==> config.mk <==
export PLATFORM = sky130hd
export DESIGN_NAME = keyed_slot_allocator_with_expiry
export DESIGN_NICKNAME = d
export VERILOG_FILES = /design/src/hw/rtl/ksa_pkg.sv /design/src/hw/rtl/ksa_cell.sv /design/src/hw/rtl/keyed_slot_allocator_with_expiry.sv
export SDC_FILE = /design/constraint.sdc
export NUM_CORES = 2
export LEC_CHECK = 0
export BUFFER_PORTS_ARGS = -buffer_cell sky130_fd_sc_hd__buf_2
export CORE_MARGIN = 10
export CORE_UTILIZATION = 60
export DETAILED_ROUTE_END_ITERATION = 10
export HOLD_SLACK_MARGIN = 0.1
export PLACE_DENSITY = 0.76
export REMOVE_ABC_BUFFERS = 1
export SLEW_MARGIN = 20
export SYNTH_ARGS = -nofsm -noshare
export SYNTH_HDL_FRONTEND = slang
export SYNTH_SLANG_ARGS = --single-unit
==> constraint.sdc <==
create_clock -name clk_i -period 3.91 [get_ports clk_i]
set_input_delay 1.173 -clock clk_i [delete_from_list [all_inputs] [get_ports clk_i]]
set_output_delay 1.173 -clock clk_i [all_outputs]
set_load 0.005 [all_outputs]
==> src/hw/rtl/ksa_pkg.sv <==
// Package for the keyed slot allocator: shared types, codes and defaults.
// Used by ksa_cell and keyed_slot_allocator_with_expiry; depends on nothing.
package ksa_pkg;

  localparam int unsigned SlotCountDefault = 32;

  localparam int unsigned KeyW    = 16;
  localparam int unsigned TimeW   = 32;
  localparam int unsigned LifeW   = 16;
  localparam int unsigned IndexW  = 5;
  localparam int unsigned FoundW  = 2;

  localparam int unsigned InDataW  = 64;
  localparam int unsigned OutDataW = 8;

  localparam logic [FoundW-1:0] FOUND_KEY     = 2'd0;
  localparam logic [FoundW-1:0] FOUND_EXPIRED = 2'd1;
  localparam logic [FoundW-1:0] FOUND_FORCED  = 2'd2;

  typedef enum logic [1:0] {
    ST_IDLE,
    ST_CMP,
    ST_GRANT
  } ksa_state_e;

  // Request broadcast to every cell.
  typedef struct packed {
    logic [KeyW-1:0]  key;
    logic [TimeW-1:0] now;
    logic [TimeW-1:0] expiry;
  } req_t;

  // Per-cycle control broadcast to every cell.
  typedef struct packed {
    logic cmp_en;
    logic wr_en;
  } cell_ctrl_t;

  // Priority chain handed from a cell to its upper neighbor.
  typedef struct packed {
    logic match_seen;
    logic exp_seen;
  } chain_t;

  // Global outcome of the chain, seen by every cell.
  typedef struct packed {
    logic any_match;
    logic any_exp;
  } chain_sum_t;

endpackage

==> src/hw/rtl/ksa_cell.sv <==
// One slot of the allocator: owner key, expiry time and the registered compare flags.
// Depends on ksa_pkg; instantiated in a row by keyed_slot_allocator_with_expiry.
module ksa_cell import ksa_pkg::*; #(
  parameter bit IsFirst = 1'b0
) (
  input  logic       clk_i,
  input  logic       rst_ni,
  input  req_t       req_i,
  input  cell_ctrl_t ctrl_i,
  input  chain_t     chain_i,
  input  chain_sum_t sum_i,
  output chain_t     chain_o,
  output logic       grant_o
);

  logic [KeyW-1:0]  owner_q, owner_d;
  logic [TimeW-1:0] expiry_q, expiry_d;
  logic             match_q, match_d;
  logic             exp_q, exp_d;

  always_comb begin
    match_d  = match_q;
    exp_d    = exp_q;
    owner_d  = owner_q;
    expiry_d = expiry_q;
    if (ctrl_i.cmp_en) begin
      match_d = (req_i.key != '0) && (owner_q == req_i.key);
      exp_d   = expiry_q < req_i.now;
    end
    if (ctrl_i.wr_en && grant_o) begin
      owner_d  = req_i.key;
      expiry_d = req_i.expiry;
    end
  end

  // Pass on whether this or any lower slot has a key match or an expired entry.
  assign chain_o.match_seen = chain_i.match_seen | match_q;
  assign chain_o.exp_seen   = chain_i.exp_seen | exp_q;

  always_comb begin
    priority if (sum_i.any_match) begin
      grant_o = match_q & ~chain_i.match_seen;
    end else if (sum_i.any_exp) begin
      grant_o = exp_q & ~chain_i.exp_seen;
    end else begin
      grant_o = IsFirst;
    end
  end

  always_ff @(posedge clk_i or negedge rst_ni) begin
    if (!rst_ni) begin
      owner_q  <= '0;
      expiry_q <= '0;
      match_q  <= 1'b0;
      exp_q    <= 1'b0;
    end else begin
      owner_q  <= owner_d;
      expiry_q <= expiry_d;
      match_q  <= match_d;
      exp_q    <= exp_d;
    end
  end

endmodule

==> src/hw/rtl/keyed_slot_allocator_with_expiry.sv <==
// Top level of the keyed slot allocator with expiry: request capture, sequencer,
// row of ksa_cell slots and the result register. Depends on ksa_pkg and ksa_cell.
//
//   channel   dir  fields (tdata, lowest bit first)
//   s_axis    in   owner_key[15:0], now_ms[47:16], lifetime_ms[63:48]
//   m_axis    out  slot_index[4:0], found_by[6:5], zero pad[7]
//
// Each request passes through a compare state, which compares the request against
// every slot and registers the flags, and a grant state, which resolves the priority
// chain across the cell row, writes the granted slot and loads the result register.
// The next request is taken in the grant state, while the current one finishes.
// A stalled result holds the sequencer in the grant cycle until it is taken.
// Reset clears every slot at once (key 0, expiry 0); no clearing pass.
module keyed_slot_allocator_with_expiry import ksa_pkg::*; #(
  parameter int unsigned SLOT_COUNT = SlotCountDefault
) (
  input  logic                clk_i,
  input  logic                rst_ni,
  // owner_key[15:0], now_ms[47:16], lifetime_ms[63:48]
  input  logic [InDataW-1:0]  s_axis_tdata_i,
  input  logic                s_axis_tvalid_i,
  output logic                s_axis_tready_o,
  // slot_index[4:0], found_by[6:5], zero[7]
  output logic [OutDataW-1:0] m_axis_tdata_o,
  output logic                m_axis_tvalid_o,
  input  logic                m_axis_tready_i
);

  ksa_state_e state_q, state_d;

  req_t       req_q, req_d;
  cell_ctrl_t ctrl;
  chain_sum_t chain_sum;
  chain_t     chain [SLOT_COUNT+1];
  logic [SLOT_COUNT-1:0] grant;

  logic                out_valid_q, out_valid_d;
  logic [IndexW-1:0]   out_index_q, out_index_d;
  logic [FoundW-1:0]   out_found_q, out_found_d;

  logic              in_fire;
  logic              advance;
  logic [KeyW-1:0]   in_key;
  logic [TimeW-1:0]  in_now;
  logic [LifeW-1:0]  in_life;
  logic [TimeW:0]    exp_sum;
  logic [IndexW-1:0] grant_index;

  assign in_key  = s_axis_tdata_i[KeyW-1:0];
  assign in_now  = s_axis_tdata_i[KeyW+TimeW-1:KeyW];
  assign in_life = s_axis_tdata_i[KeyW+TimeW+LifeW-1:KeyW+TimeW];

  // Saturate the new expiry at the top of the time range.
  assign exp_sum = {1'b0, in_now} + {{(TimeW+1-LifeW){1'b0}}, in_life};

  // The result register can take a new result when empty or being drained.
  assign advance = ~out_valid_q | m_axis_tready_i;
  assign in_fire = s_axis_tvalid_i & s_axis_tready_o;

  always_comb begin
    state_d         = state_q;
    s_axis_tready_o = 1'b0;
    ctrl            = '0;
    unique case (state_q)
      ST_IDLE: begin
        s_axis_tready_o = 1'b1;
        if (s_axis_tvalid_i) begin
          state_d = ST_CMP;
        end
      end
      ST_CMP: begin
        ctrl.cmp_en = 1'b1;
        state_d     = ST_GRANT;
      end
      ST_GRANT: begin
        if (advance) begin
          ctrl.wr_en      = 1'b1;
          s_axis_tready_o = 1'b1;
          state_d         = s_axis_tvalid_i ? ST_CMP : ST_IDLE;
        end
      end
      default: begin
        state_d = ST_IDLE;
      end
    endcase
  end

  // Capture the request; the grant cycle reads the old one before this edge.
  always_comb begin
    req_d = req_q;
    if (in_fire) begin
      req_d.key    = in_key;
      req_d.now    = in_now;
      req_d.expiry = exp_sum[TimeW] ? {TimeW{1'b1}} : exp_sum[TimeW-1:0];
    end
  end

  assign chain[0] = '0;

  for (genvar i = 0; i < SLOT_COUNT; i++) begin : g_cell
    ksa_cell #(
      .IsFirst (i == 0)
    ) u_cell (
      .clk_i   (clk_i),
      .rst_ni  (rst_ni),
      .req_i   (req_q),
      .ctrl_i  (ctrl),
      .chain_i (chain[i]),
      .sum_i   (chain_sum),
      .chain_o (chain[i+1]),
      .grant_o (grant[i])
    );
  end

  assign chain_sum.any_match = chain[SLOT_COUNT].match_seen;
  assign chain_sum.any_exp   = chain[SLOT_COUNT].exp_seen;

  // Exactly one cell grants; fold its index (low bits only).
  always_comb begin
    grant_index = '0;
    for (int unsigned i = 0; i < SLOT_COUNT; i++) begin
      if (grant[i]) begin
        grant_index = grant_index | IndexW'(i);
      end
    end
  end

  always_comb begin
    out_valid_d = out_valid_q;
    out_index_d = out_index_q;
    out_found_d = out_found_q;
    if (m_axis_tready_i) begin
      out_valid_d = 1'b0;
    end
    if (ctrl.wr_en) begin
      out_valid_d = 1'b1;
      out_index_d = grant_index;
      priority if (chain_sum.any_match) begin
        out_found_d = FOUND_KEY;
      end else if (chain_sum.any_exp) begin
        out_found_d = FOUND_EXPIRED;
      end else begin
        out_found_d = FOUND_FORCED;
      end
    end
  end

  assign m_axis_tvalid_o = out_valid_q;
  assign m_axis_tdata_o  = {{(OutDataW-IndexW-FoundW){1'b0}}, out_found_q, out_index_q};

  always_ff @(posedge clk_i or negedge rst_ni) begin
    if (!rst_ni) begin
      state_q     <= ST_IDLE;
      out_valid_q <= 1'b0;
    end else begin
      state_q     <= state_d;
      out_valid_q <= out_valid_d;
    end
  end

  always_ff @(posedge clk_i) begin
    req_q       <= req_d;
    out_index_q <= out_index_d;
    out_found_q <= out_found_d;
  end

endmodule
== Word level (Yosys, flattened, before mapping) ==
Index checks and enable logic that the tools add are counted.
Word-level totals
  bits in registers: 1690
  output and inout bits: 10
Cells by class
  add/subtract/negate cells: 1
  $lt $le $gt $ge: 32
  eq/ne operators: 36
  mux-type cells: 103
  bitwise gates (word level): 189
  reductions and logical operators: 72
Operator list (count)
  less-than comparator 32 bit: 32
  equality test 16 bit: 32
  2-to-1 mux 1 bit: 74
  logical AND 1 bit: 64
  AND 1 bit: 63
  inverter 1 bit: 63
  bitwise OR 1 bit: 63
  adder 32 x 16 -> 33 bit: 1
  2-to-1 mux 4 bit: 8
  2-to-1 mux 3 bit: 8
  2-to-1 mux 2 bit: 11
  nonzero test 16 bit: 1
  OR reduction 16 bit: 1
  OR reduction 8 bit: 1
  case mux 2 bit (3 select lines): 1
  != test 2 bit, second input constant: 2
  OR reduction 4 bit: 1
  equality test 2 x 1 -> 1 bit, second input constant: 1
  equality test 2 bit, second input constant: 1
  logical NOT 2 bit: 1
  case mux 1 bit (2 select lines): 1
  AND reduction 2 bit: 1
  nonzero test 2 bit: 1
  OR reduction 2 bit: 1

== Depth between registers and ports, before layout ==
  depth after elaboration: 59
  depth in mapped cells: 12

== Hierarchy ==
A second synthesis with hierarchy kept.
Second synthesis, totals
  cells, all modules: 8314
  area total of the unflattened synthesis: 97222.0 µm²
Modules (own cells, without submodules)
  ksa_cell (g_cell[10].u_cell ...): times used 30, cells each 249, area each 2899.0 µm², sequential area each 1251.2 µm²
  keyed_slot_allocator_with_expiry: times used 1, cells each 343, area each 4404.2 µm², sequential area each 2687.6 µm²
  ksa_cell (g_cell[22].u_cell): times used 1, cells each 250, area each 2946.6 µm², sequential area each 1251.2 µm²
  ksa_cell (g_cell[0].u_cell): times used 1, cells each 251, area each 2900.3 µm², sequential area each 1251.2 µm²

== Worst setup path after synthesis ==
OpenSTA, ideal clock, no wires.
  path kind: in2reg
  start point: input port m_axis_tready_i
  end point: register req_q[0] (netlist bit) (enable)
  arrival: 3.333 ns
  required time: 3.463 ns
  slack: 0.130 ns
  stages on the path: 3
  cell sequence: nor2b_1 > a21oi_1 > and2_1
Between the ends
  word-level cells in the longest chain between the ends: 4
RTL lines
  start: declaration: RTL line keyed_slot_allocator_with_expiry.sv:26  | input logic m_axis_tready_i
  bitwise OR 1 bit: RTL line keyed_slot_allocator_with_expiry.sv:57  | assign advance = ~out_valid_q | m_axis_tready_i;
  2-to-1 mux 1 bit: RTL line keyed_slot_allocator_with_expiry.sv:76  | if (advance) begin
  case mux 1 bit (2 select lines): RTL line keyed_slot_allocator_with_expiry.sv:64  | unique case (state_q)
  named net s_axis_tready_o: RTL line keyed_slot_allocator_with_expiry.sv:22  | output logic s_axis_tready_o,
  AND 1 bit: RTL line keyed_slot_allocator_with_expiry.sv:58  | assign in_fire = s_axis_tvalid_i & s_axis_tready_o;
  named net in_fire: RTL line keyed_slot_allocator_with_expiry.sv:41  | logic in_fire;
  end signal: assignment: RTL line keyed_slot_allocator_with_expiry.sv:162  | req_q <= req_d;
  end: declaration: RTL line keyed_slot_allocator_with_expiry.sv:31  | req_t req_q, req_d;
The timed path passes the listed nets, and every way through them passes these cells.
A chain may end at the register's enable or synchronous reset.

== Final worst setup path ==
  start point: register g_cell[30].u_cell.exp_q
  end point: register out_index_q[4] (data pin)
Between the ends
  word-level cells in the longest chain between the ends: 6
  elaborated cells on any way between the ends: 38
RTL lines
  start: declaration: RTL line ksa_cell.sv:19  | logic exp_q, exp_d;
  start signal: assignment: RTL line ksa_cell.sv:60  | exp_q <= exp_d;
  bitwise OR 1 bit: RTL line ksa_cell.sv:38  | assign chain_o.exp_seen = chain_i.exp_seen | exp_q;
  inverter 1 bit: RTL line ksa_cell.sv:44  | grant_o = exp_q & ~chain_i.exp_seen;
  AND 1 bit: RTL line ksa_cell.sv:44
  2-to-1 mux 1 bit: RTL line ksa_cell.sv:43  | end else if (sum_i.any_exp) begin
  2-to-1 mux 1 bit: RTL line ksa_cell.sv:41  | priority if (sum_i.any_match) begin
  OR reduction 16 bit (no line) (*)
  end signal: assignment: RTL line keyed_slot_allocator_with_expiry.sv:163  | out_index_q <= out_index_d;
  end: declaration: RTL line keyed_slot_allocator_with_expiry.sv:38  | logic [IndexW-1:0] out_index_q, out_index_d;
Every way passes the cells marked *; elsewhere a longest branch is shown, timed or not.

==> reports/results.env <==
CTS-ROOT-BUF='sky130_fd_sc_hd__clkbuf_16'
FINALWEIGHTEDCONGESTION=0.946
CLOCK-SKEW-FINAL_NS=0.0412
SYNTH-EDFF-COUNT=87
CRITPATHTOPFAMILY='simple AND/OR/NAND/NOR gates'
CRITICALPATHCATEGORY='reg -> reg'
TOTAL_POWER_uW=45200
WIRE_PER_INST_UM=26.0
GRTUSAGETOTAL_PCT=29.5
ROUTE.DETAILED.DRC=0
INITIAL_UTILIZATION_PCT=60.2
DIEHEIGHT_UM=410
DPL.HPWL_MM=167
GRT_SETUP_UNREPAIRED='false'
TIMING.REG2REG.WORST_PATH_DEPTH=9
SYNTH_CELL_TYPE_COUNT=77
CLOCKBUFFERDEPTH=3
FIN_CRIT_SH_PCT=98.0
INSERTION_DELAY_NS=0.83
CRIT_SLOWEST_CELL='sky130_fd_sc_hd__nor3_2'
R2R_SLACK_NS=0.08
FIRST_PASS_GRT_WIRE_LENGTH_MM=384
SLOWEST_DELAY_NS=0.71
LEAKAGEPOWER_uW=0.0545
SYNTH_AREA_PER_CELL_UM2=12.7
DESIGN.FINAL.NETS=8498
FINAL.MIN_CLOCK_PERIOD_NS=3.83
HOLD_PATH.CLASS='in -> async'
CTS-HTREE-LEVELS=4
CRIT_CHAIN='nor3_2, nand2b_1, nor3_1, nor3_1, a32o_1, nor3_1, buf_4, nand2_1, or4_1'
WORST-PATH-BUF-INV=1
FINALHOLDVIOLATIONS=0
NON_FILLER_INSTANCES=9608
ANTENNA_FOUND_INITIAL=22
CRITICAL_PATH.MOST_COMMON_CELL='sky130_fd_sc_hd__nor3_1'
WORST_SLEW_MARGIN_REL_PCT=30.1
YOSYS_MOST_USED_DFF='sky130_fd_sc_hd__dfrtp_1'
CRIT_PATH_MAX_FANOUT=4
SYNTH.YOSYS.WARNINGS=0
MOSTFREQUENTLAYOUTCELL='sky130_fd_sc_hd__dfrtp_1'
VDD_IR_DROP_MAX_mV=0.475
PLACEMENT.IO_BUFFERS=76
CLKTRANSATPATHREGS_NS=0.06
CTS_BUFFERS=180
FILLERINSTANCES=11000
DRT_WL_TOTAL_MM=250
FINALMAXSLEWVIOLATIONS=0
ANTENNA_LEFT=0
ACHIEVABLE-FREQUENCY_MHz=261
DIE_W_UM=410
STATUS='completed'
AVGVIACOUNTPERCELL=6.33
TIMING_WORST_SLEW_PIN_VALUE_NS=1.04
STD_CELL_ROWS=143
DPL.CELL_COUNT=9268
SYNTH.CELL_AREA_UM2=91400
ASYNC_FLOP_SHARE_PCT=94.9
ROUTED-VIA-COUNT=60800
TIMING.HOLD.WS_NS=0.324
CORE-AREA_UM2=152000
FINAL_LAYOUT_SIZE_SUFFIX_GT1_SHARE_PCT=28.4
TIMING.MAX_CAP.VIOLATIONS=0
CTS_TREE='done'
DP_SLACK_NS=-0.251
CTS_HOLD_BUFFERS=0
GRT.OVERFLOW.TOTAL=0
GRT_START_MAX_NET_PINS=112
DRT-PASS1-ITER-COUNT=6
SYN-INSTANCE-COUNT=7222
DIE_AREA_UM2=168000
FINAL_AREA_UM2=102000
NUM_IO_PINS=78
CTS_SETUP_BUFFERS=0
SEQ_AREA_FRAC_SYNTH_PCT=46.7
WORST_SLACK_NS=0.0764
MOST-COMMON-LAYOUT-CELLS='sky130_fd_sc_hd__dfrtp_1, sky130_fd_sc_hd__mux2_2, sky130_fd_sc_hd__ha_1'
POWER_DENSITY_nW_PER_UM2=441
END_KIND='flip-flop'
CP.REQUIRED_NS=4.45
CRITICAL_PATH.REG2REG.STARTPOINT='g_cell[30].u_cell.exp_q'
LAYOUT-AREA-OVERHEAD-VS-SYNTH_PCT=12.0
CLKSINKCOUNT=1690
LOGIC_DEPTH_OF_THE_WORST_SETUP_PATH_INCLUDING_BUFFERS=9
DRT_ITER0_DRC=4450
YS_SEQ_ELEMENTS=1690
FIRST_GLOBAL_VIAS=64100
FINALSETUPVIOLATIONS=0
WORSTSETUPSTARTPOINTTYPE='flip-flop'
CP_DATA_ARRIVAL_TIME_NS=4.37
CTSRESIZECOUNT=0
PLACED_AREA_UM2=96200
R2R-END='out_index_q[4]'
## worst max-delay path by stage
stage | start | end | slack, ns
5_1_grt | g_cell[30].u_cell.exp_q | out_index_q[4] | 0.10
3_3_place_gp | s_axis_tdata_i[16] | req_q[18] | -0.22
4_1_cts | g_cell[10].u_cell.match_q | g_cell[3].u_cell.expiry_q[14] | 0.27
2_1_floorplan | g_cell[11].u_cell.exp_q | g_cell[31].u_cell.expiry_q[0] | -3.21
3_5_place_dp | s_axis_tdata_i[16] | req_q[18] | -0.25
6_report | g_cell[30].u_cell.exp_q | out_index_q[4] | 0.08
## logic make-up after synthesis
family | count (synthesis) | synth area share [%]
AOI/OAI and AO/OA | 1037 | 7.41
xor gates and xnor gates | 524 | 5.02
adders and majority gates | 1009 | 13.8
buffers and inverters | 448 | 2.08
DFF | 1690 | 46.7
muxes | 1540 | 19.0
other | 1 | 0.00410
and+or+nand+nor | 973 | 5.96
## cells in the mapped netlist, drive strengths merged (11+ instances only)
library cell | number | area share [%]
edfxtp | 87 | 2.9
nor2 | 100 | 0.41
nor4b | 14 | 0.13
buf | 156 | 0.88
ha | 1008 | 14
a21oi | 258 | 1.4
o21a | 39 | 0.32
nand4 | 188 | 1.3
a211oi | 56 | 0.47
o21ai | 211 | 1.2
nor3 | 52 | 0.29
nand2 | 173 | 0.71
a31oi | 12 | 0.082
o211ai | 13 | 0.11
a22oi | 11 | 0.090
a21o | 291 | 2.4
and4 | 24 | 0.23
a2111oi | 28 | 0.27
dfrtp | 1603 | 44
clkbuf | 237 | 0.97
mux2 | 1539 | 19
a211o | 17 | 0.16
and3 | 31 | 0.21
nor4 | 154 | 1.1
nor2b | 50 | 0.34
xor2 | 518 | 5.0
inv | 55 | 0.23
nand3 | 70 | 0.38
a221oi | 23 | 0.22
nand2b | 73 | 0.50
## metal layers
metal / GRT usage (%) / vias up / part of all wire, %
met5: 0 / - / 0.075
met4: 13.2 / 28 / 4.9
met3: 6.85 / 555 / 7.1
met2: 47.9 / 1665 / 47
met1: 37.6 / 31500 / 41
li1: - / 27100 / -
## metrics by stage
| step | setup TNS (ns) | utilization, % |
|---|---|---|
| 4_1_cts | 0 | 67.5 |
| 6_report | 0 | 67.5 |
| 3_3_place_gp | -3.41 | 63.4 |
| 2_1_floorplan | -771.22 | - |
| 3_5_place_dp | -4.07 | 63.4 |
| 5_1_grt | 0 | 67.5 |
## state kept, by name, summed over array words and instances (netlist names)
signal / count
out_index_q: 5
g_cell.u_cell.owner_q: 512
g_cell.u_cell.exp_q: 32
out_found_q: 2
m_axis_tvalid_o: 1
g_cell.u_cell.expiry_q: 1024
req_q: 80
state_q: 2
g_cell.u_cell.match_q: 32
## report_power, final
group          switching, µW  internal (µW)  total [µW]
Clock                   7400          10100       17500
Sequential              1060          19100       20200
Combinational           4270           3170        7440
Total                  12700          32400       45200
## area by class of cell
class                   instances  area, µm²  share of cell area [%]
multi-input cells            5084      47000                    45.9
flip-flops and latches       1690      42700                    41.7
clock buffers                 280       5380                    5.26
repair buffers                410       3770                    3.68
well taps                    2030       2540                    2.48
clock inverters                53        739                   0.722
inverters                      55        206                   0.202
diodes                          6       15.0                  0.0147
Power figures use the tool's default switching activity.
